===== src/rtl/twc_pkg.sv =====
// ----------------------------------------------------------------------------
// twc_pkg
// Types, codes and constants shared by the receive-window clamper.
// ----------------------------------------------------------------------------
package twc_pkg;

	localparam int FLOW_ENTRIES_DEF = 1024;

	localparam logic [1:0] ACT_EGRESS = 2'd0;
	localparam logic [1:0] ACT_OPTION = 2'd1;
	localparam logic [1:0] ACT_LIMIT  = 2'd2;

	localparam logic [3:0] ST_PASSED        = 4'd0;
	localparam logic [3:0] ST_NO_LIMIT      = 4'd1;
	localparam logic [3:0] ST_LIMIT_ZERO    = 4'd2;
	localparam logic [3:0] ST_NO_SCALE      = 4'd3;
	localparam logic [3:0] ST_CLAMPED       = 4'd4;
	localparam logic [3:0] ST_SCALE_LEARNED = 4'd5;
	localparam logic [3:0] ST_IGNORED       = 4'd6;
	localparam logic [3:0] ST_OPT_ERROR     = 4'd7;
	localparam logic [3:0] ST_LIMIT_STORED  = 4'd8;
	localparam logic [3:0] ST_TABLE_FULL    = 4'd9;

	localparam logic [15:0] ETH_IPV4  = 16'h0800;
	localparam logic [7:0]  PROTO_TCP = 8'd6;
	localparam logic [15:0] MIN_FRAME = 16'd54;
	localparam logic [7:0]  TCP_SYN   = 8'h02;
	localparam logic [3:0]  SCALE_MAX = 4'd14;

	typedef struct packed {
		logic [1:0]  action;
		logic [31:0] own_addr;
		logic [31:0] peer_addr;
		logic [15:0] own_port;
		logic [15:0] peer_port;
		logic [15:0] window;
		logic [7:0]  tcp_flags;
		logic [15:0] ethertype;
		logic [7:0]  ip_protocol;
		logic [15:0] frame_length;
		logic [31:0] value;
		logic        option_valid;
	} in_beat_t;

	typedef struct packed {
		logic [15:0] window_out;
		logic [3:0]  status;
	} out_beat_t;

	typedef struct packed {
		logic [95:0] key;
		logic        lim_ok;
		logic [31:0] limit;
		logic        sc_ok;
		logic [3:0]  scale;
	} entry_t;

	typedef enum logic [2:0] {
		S_IDLE,
		S_CHK,
		S_RD,
		S_CMP,
		S_EXEC,
		S_DONE
	} state_t;

	typedef struct packed {
		logic load;
		logic rd;
		logic cmp;
		logic inc;
		logic exec;
		logic push;
	} cmd_t;

	typedef struct packed {
		logic direct;
		logic empty;
		logic match;
		logic last;
		logic out_free;
	} sts_t;

endpackage


===== src/rtl/twc_ctrl.sv =====
// ----------------------------------------------------------------------------
// twc_ctrl
// Sequencer: accept, table scan, execute, hand off result.
// ----------------------------------------------------------------------------
module twc_ctrl (
	input  logic          clk,
	input  logic          arst_n,
	input  logic          in_valid,
	output logic          in_ready,
	input  twc_pkg::sts_t sts,
	output twc_pkg::cmd_t cmd
);
	import twc_pkg::*;

	state_t state_q;
	state_t state_d;

	always_comb begin
		state_d = state_q;
		unique case (state_q)
			S_IDLE: if (in_valid) begin
				state_d = S_CHK;
			end
			S_CHK: state_d = (sts.direct || sts.empty) ? S_EXEC : S_RD;
			S_RD:  state_d = S_CMP;
			S_CMP: state_d = (sts.match || sts.last) ? S_EXEC : S_RD;
			S_EXEC: state_d = S_DONE;
			S_DONE: if (sts.out_free) begin
				state_d = S_IDLE;
			end
			default: state_d = S_IDLE;
		endcase
	end

	always_comb begin
		in_ready = state_q == S_IDLE;
		cmd      = '0;
		unique case (state_q)
			S_IDLE: cmd.load = in_valid;
			S_CHK:  ;
			S_RD:   cmd.rd = 1'b1;
			S_CMP: begin
				cmd.cmp = 1'b1;
				cmd.inc = !sts.match && !sts.last;
			end
			S_EXEC: cmd.exec = 1'b1;
			S_DONE: cmd.push = sts.out_free;
			default: ;
		endcase
	end

	always_ff @(posedge clk or negedge arst_n) begin
		if (!arst_n) begin
			state_q <= S_IDLE;
		end else begin
			state_q <= state_d;
		end
	end
endmodule


===== config.mk =====
export PLATFORM = sky130hd
export DESIGN_NAME = twc_ctrl
export DESIGN_NICKNAME = d
export VERILOG_FILES = /design/src/rtl/twc_pkg.sv /design/src/rtl/twc_ctrl.sv
export SDC_FILE = /design/constraint.sdc
export NUM_CORES = 1
export LEC_CHECK = 0
export BUFFER_PORTS_ARGS = -buffer_cell sky130_fd_sc_hd__buf_2
export CAP_MARGIN = 5
export CELL_PAD_IN_SITES_DETAIL_PLACEMENT = 1
export CELL_PAD_IN_SITES_GLOBAL_PLACEMENT = 2
export CORE_AREA = 2 2 39 41
export CTS_CLUSTER_SIZE = 20
export DETAILED_ROUTE_END_ITERATION = 8
export DIE_AREA = 0 0 41 43
export GPL_ROUTABILITY_DRIVEN = 0
export PLACE_DENSITY = 0.66
export SKIP_LAST_GASP = 1
export SLEW_MARGIN = 10
export SYNTH_ARGS = -nofsm -noshare
export SYNTH_HDL_FRONTEND = slang
export SYNTH_SLANG_ARGS = --single-unit

===== constraint.sdc =====
create_clock -name clk -period 1.1 [get_ports clk]
set_input_delay 0.11 -clock clk [delete_from_list [all_inputs] [get_ports clk]]
set_output_delay 0.11 -clock clk [all_outputs]
set_load 0.05 [all_outputs]

==> results.txt, run 1 <==
- Area post-placement: 403 um2
- Mapped cell area: 240 um2
- The checks that failed: setup timing.
- Register area share after synthesis: 31.3%
* Inserted Clock Buffers: 3
- Latest clock arrival within the worst-skew pair: 0.23 ns
- Initial Utilization: 17.4%
- Of the post-synthesis cell area, the part taken by muxes is 0%.
- In the final layout, the multi-input gates occupy 199 um2.
- Number of nets with antenna violations after detailed routing: 0
* Number of distinct library cells after synthesis: 15
* CTS tree: yes
- Vias/cell: 4.42
* Detailed placement HPWL: 677 um
- Before antenna repair, the detailed router went through 2 iterations.
- Worst-Margin Slew: 0.289 ns
* Count of buffer and inverter cells on the critical path: 2
- The cell family contributing the most delay on the critical path is flip-flops.
* Syn_area_per_cell: 10.0 um2
- Setup violations remaining at the end of the flow were counted as 8.
- Number of primary I/O pins: 15
- Max-cap violations in this run came to 0.
- Floorplan die height: 43 um
- Final period demand of the worst path: 1.34 ns
- I/O Buffers: 14
- Flip-flop and latch area: 78.8 um2
- Final WL: 782 um
- At the worst endpoint, the arrival time is 1.23 ns.
* Final net count: 57
- Crit Path Class: reg2out
- In this run the power density over the cells is 3060 nW/um2.
- Critical path peak fanout: 3
- Fin area: 490 um2
- The register with the most flip-flops in the layout has 3 of them.
- DRC: 0
- The synthesized design spends more area on one cell type than any other, namely dfrtp_1.
- # clock sinks: 3
- The first global-routing pass estimated 1260 um of wire.
* Post-synthesis xor/xnor area fraction: 0%
* Worst Hold Class: in2reg
- Top cells by area in the synthesized netlist: dfrtp_1 (31%), nor3b_2 (10%), nand2b_1 (7.8%)
- Largest registers ranked by flip-flop count: state_q (3)
* Vias after detailed routing: 283
- Summing the areas of all compound-gate instances in the mapped netlist gives 17.7% of the synthesized area.
* Ant diodes: 0
* Largest vdd supply drop: 1.08 mV
- For this run, the top clock speed supported by timing is 744 MHz.
- Root Buffer Master: clkbuf_4
- Via count of the first global-routing pass: 313
* Remaining global-route overflow: 0
- The clock passes through at most 2 buffers.
- Fill count: 167
* End-of-flow core utilization: 35.4%
* Cell with the biggest individual delay on the critical path: dfrtp_2
- The number of setup buffers added after CTS is 0.
- In the post-route analysis, the smallest setup slack over all paths is -0.245 ns.
- Pin count of the biggest net entering global routing: 7
* Area growth from synthesis to final layout: 104%
- Row generation in the floorplan step produced 14 rows.
- CTS built an H-tree with a depth of 1.
- After synthesis the netlist holds a flip-flop and latch count of 3.
- The synthesized design devotes to its leading area cell type 31.3% of total area.
- Standard cell core area: 1380 um2
* Die span in x: 41 um
- STA classifies the critical path startpoint as a flop.
- When the netlist entered floorplanning its net count stood at 32.
- Post-Syn Instances: 24
- Data on the critical path is required at its endpoint by 0.99 ns.
- For this design the static power due to leakage is 0.227 nW.
- Of the cells placed in the final design, the portion with a size suffix greater than 1 is 75.0%.
* Global-route usage over all layers: 11.3%
- Summing the areas of all fa, ha and maj instances in the mapped netlist gives 0% of the synthesized area.
* Fin. Hold Viols: 0
- The die covers 1760 um2.
- Status: finished with violations
* Count of warnings emitted by yosys: 0
- Clock-pin slew was measured on the worst setup and hold paths at 0.04 ns.
* Unrepaired setup endpoints after global routing: true
- Dominant combinational cell family by area after synthesis: simple AND/OR/NAND/NOR gates
- Sum of negative setup slack: -1.35 ns
* Reg with most FFs: state_q
* Share of the clock period used by the worst path after layout: 122%
- Pwr Total: 1.50 mW
- Number of antenna violations at the first check in global routing: 0
- Initial drt markers: 7
- Relative slew slack: 80.7%
* Slew Limit Fails: 0
- Walking the worst path, the cells encountered are buf_4 -> nor3_4 -> and2_4 -> buf_8.
- Summing the areas of all and, or, nand and nor instances in the mapped netlist gives 46.4% of the synthesized area.
- Dividing the detail-routed wire length by the instance count gives 12.2 um.
* Kind of end point of the critical path: output pin
- On the worst path, the slowest cell contributes a delay of 0.40 ns.
* Skew final: 0.00117 ns
## final cells by class
type | instances | area share [%]
inverter | 1 | 0.765
sequential | 3 | 16.1
multi-input combinational | 19 | 40.6
clock buffer | 4 | 5.36
timing repair buffer | 21 | 33.2
tap | 16 | 4.08
## synth_stat cells (all sizes together)
cell type and instances:
and2 2, o211a 1, buf 1, nor2b 1
nand2b 3, o32ai 1, inv 1, nor3 4
nor3b 4, and3b 1, dfrtp 3, o211ai 1
a221oi 1
## worst min-delay path: cells and delay by family
family,cells,cell delay (ns)
buffers and inverters,1,0.09
and+or+nand+nor,1,0.09
AOI/OAI and AO/OA,1,0.08
## metrics by stage
stage / std cells / hold slack, ns / worst slack, ns
floorplan: 24 / -0.186 / -0.427
global placement: 59 / -0.0946 / -0.0611
detailed placement: 59 / -0.0905 / -0.0930
CTS: 64 / 0.183 / -0.246
global route: 64 / 0.189 / -0.298
finish: 64 / 0.192 / -0.245
## cells in the final DEF (no fill, tap or decap)
| cell type | count |
|---|---|
| buf_2 | 8 |
| o32ai_2 | 1 |
| nor3b_1 | 1 |
| and2_1 | 1 |
| and3b_2 | 1 |
| nor3b_4 | 1 |
| nor3_1 | 1 |
| dlygate4sd3_1 | 1 |
| buf_8 | 1 |
| nor2b_4 | 1 |
| nand2b_1 | 3 |
| o211ai_1 | 1 |
| o211a_1 | 1 |
| inv_1 | 1 |
| clkbuf_4 | 3 |
| buf_4 | 7 |
| nor3_4 | 2 |
| nor3b_2 | 2 |
| buf_6 | 4 |
| a221oi_1 | 1 |
| dfrtp_2 | 3 |
| and2_4 | 1 |
| clkbuf_1 | 1 |
| nor3_2 | 1 |
## cell families (layout without fill, tap and decap cells)
family,Yosys count,in the layout
compound gates,4,4
buf+inv,2,26
flops,3,3
simple gates,15,15
## routing by layer
metal	vias up	global-route usage, %	routed length, um
met2	9	19.7	460
met5	-	0	0
met4	0	10.0	14
met1	132	9.06	274
li1	140	-	-
met3	2	3.14	33
## power breakdown
group	switching [mW]	internal [mW]
logic	0.597	0.466
clock network	0.0534	0.136
registers	0.0720	0.174
## final timing paths
path                            slack, ns          to        from  cells past startpoint
max in group asynchronous            0.78  state_q[1]      arst_n                      2
min in group asynchronous            0.20  state_q[2]      arst_n                      2
worst min-delay path                 0.19  state_q[0]      sts[0]                      3
worst min register to register       0.65  state_q[0]  state_q[2]                      2
worst max register to register          0  state_q[2]  state_q[1]                      3
worst max-delay path                -0.24      cmd[5]  state_q[2]                      4
## timing repair
item / in CTS / in global routing
endpoints found under the setup margin: 8 / 9
hold buffers: 1 / 0
hold endpoints to repair: 3 / 0
pin swaps: 1 / 0
gates resized for setup: 15 / 2
Note: power is estimated with default switching activity, not from simulation.
==> run 2: changes to the inputs <==
- CTS_BUF_LIST: unset -> sky130_fd_sc_hd__clkbuf_4 sky130_fd_sc_hd__clkbuf_8
==> results.txt, run 2 (same netlist as run 1, synthesis figures left out) <==
* Status: finished with violations
* Violated checks: setup timing
- Clk pin slew, worst setup/hold paths: 0.04 ns (about the same)
* Share of the clock period used by the worst path after layout: 122% (about the same)
* Area growth from synthesis to final layout: 106%
* Vias after detailed routing: 283 (unchanged)
- Startpoint types: flop
- The flip-flop count of the largest register after layout is 3 (unchanged).
- The total clock sinks came to 3 (unchanged).
* Unrepaired setup endpoints after global routing: true
- Number of standard-cell rows in the floorplan: 14 (unchanged)
* I/O Buffers: 14 (unchanged)
- The number of endpoints with negative hold slack in the final report came to 0 (unchanged).
- The global-route congestion overflow total is 0 (unchanged).
* Data arrival, critical path: 1.24 ns (about the same)
- Detailed-router iteration count before antenna repair: 2 (unchanged)
- The starting DRC count in detailed routing came to 7 (unchanged).
- In the layout the commonest cells are buf_2 (8), buf_4 (7), clkbuf_4 (4), buf_6 (4).
* Number of antenna violations at the first check in global routing: 0 (unchanged)
- The sequential cell area in the final layout is 78.8 um2 (unchanged).
* Worst-Margin Slew: 0.289 ns (unchanged)
- The deepest clock path buffer count came to 2 (unchanged).
* Number of primary I/O pins: 15 (unchanged)
- Floorplan die height: 43 um (unchanged)
* Fin area: 494 um2 (+0.77%)
* Area of the die: 1760 um2 (unchanged)
- The fill cell instance count of the final layout is 165 (-1.2%).
- CP required: 0.99 ns (about the same)
- The worst setup path is captured at an output pin.
* Pwr Total: 1.52 mW (+1.7%)
* Detailed-routed wire length on met3: 33 um (unchanged)
- The total inserted antenna cells is 0 (unchanged).
* DRC: 0 (unchanged)
- The highest metal layer carrying signal wires in the routed design is met4.
* Initial Utilization: 17.4% (unchanged)
- The final count of negative-setup-slack endpoints was 8 (unchanged).
- First-pass GRT wire length: 1260 um (unchanged)
- Final period demand of the worst path: 1.35 ns (+0.000792 ns)
- Leakage power total: 0.230 nW (+1.5%)
- The proportion of layout cells with a drive suffix above 1 was 77.1% (+2.1 points).
- Via count of the first global-routing pass: 313 (unchanged)
- Latest clock arrival within the worst-skew pair: 0.23 ns (about the same)
* Die span in x: 41 um (unchanged)
- Inserted Clock Buffers: 3 (unchanged)
* Critical path peak fanout: 3 (unchanged)
* Root Buffer Master: clkbuf_4
- The instance area at placement was 403 um2 (unchanged).
- CTS tree: yes
- The H-tree depth reported by CTS is 1 (unchanged).
- The count of final max-slew check failures is 0 (unchanged).
- Post-route met1 wirelength: 274 um (unchanged)
* Met2 wire len: 462 um (+0.43%)
- The worst register-to-register path begins at state_q[1].
- The multi-input logic area came to 199 um2 (unchanged).
* Skew final: 0.000896 ns (-0.000278 ns)
- The largest registers in the layout are state_q (3).
- The average routed wire per standard cell came to 12.3 um (+0.26%).
- The largest voltage drop on the vdd net was 1.08 mV (+0.42%).
- Reg with most FFs: state_q
- Crit Path Class: reg2out
- Worst-case setup margin in the final layout: -0.245 ns (-0.000792 ns)
* Vias/cell: 4.42 (unchanged)
- Standard cell core area: 1380 um2 (unchanged)
- The wire length after detailed routing was 784 um (+0.26%).
* Worst Hold Class: in2reg
- Power density cells: 3080 nW/um2 (+0.91%)
- Fmax: 743 MHz (about the same)
- The half-perimeter wire length after placement was 677 um (unchanged).
- Number of nets with antenna violations after detailed routing: 0 (unchanged)
- The number of max-cap violations came to 0 (unchanged).
- Leaving out fill and tap cells, the most frequent cell in the layout is buf_2.
* Worst Setup SP: state_q[2]
- The global-route total usage across every layer is 11.3% (unchanged).
- Hold path startpoint: sts[0]
- The max-slew headroom at the worst pin is 80.7% (unchanged).
- Pin count of the biggest net entering global routing: 7 (unchanged)
* Final net count: 57 (unchanged)
run 2: cell counts in the layout (fill, tap and decap cells not counted):
No cell type changed its count.
run 2: cell type report:
cell class	count	area share, %
multi-input cells	19	40.3
well taps	16	4.05
inverters	1	0.759
clock buffers	4	6.08
repair buffers	21	32.9
flip-flops and latches	3	15.9
run 2: metal layers:
| layer | GRT usage [%] | up-vias |
|---|---|---|
| li1 | - | 140 |
| met1 | 9.06 | 132 |
| met2 | 19.7 | 9 |
| met3 | 3.14 | 2 |
| met4 | 10.0 | 0 |
| met5 | 0 | - |
run 2: repair_timing:
| item | in CTS | in global routing |
|---|---|---|
| gates resized for setup | 15 | 2 |
| hold buffers | 1 | 0 |
| pin swaps | 1 | 0 |
| buffers inserted | 0 | 0 |
| hold endpoints to repair | 3 | 0 |
| setup endpoints to repair | 8 | 9 |
run 2: report_power, final:
| part | internal [mW] | switching (mW) |
|---|---|---|
| combinational | 0.466 | 0.597 |
| clock | 0.160 | 0.0541 |
| sequential | 0.174 | 0.0720 |
| total | 0.801 | 0.723 |
run 2: critical path: stages (launching register included):
cell	delay [ns]
dfrtp_2	0.40
buf_4	0.15
nor3_4	0.13
and2_4	0.18
buf_8	0.14
run 2: per-stage QoR:
stage                     std cells  setup slack [ns]  hold WS (ns)  TNS [ns]  utilization (%)
after floorplan                  24            -0.427        -0.186     -1.15                -
after global placement           59           -0.0611       -0.0946    -0.166             29.1
after detailed placement         59           -0.0930       -0.0905    -0.390             29.1
after CTS                        64            -0.249         0.180     -1.51             35.5
after global routing             64            -0.299         0.188     -1.86             35.7
final                            64            -0.245         0.191     -1.35             35.7
run 2: path summary, 6_finish.rpt:
path	depth (start not counted)	end	slack, ns
worst max-delay path	4	cmd[5]	-0.25
worst min-delay path	3	state_q[0]	0.19
worst max register to register	3	state_q[2]	0
worst min register to register	2	state_q[0]	0.65
max in group asynchronous	2	state_q[1]	0.78
min in group asynchronous	2	state_q[2]	0.20
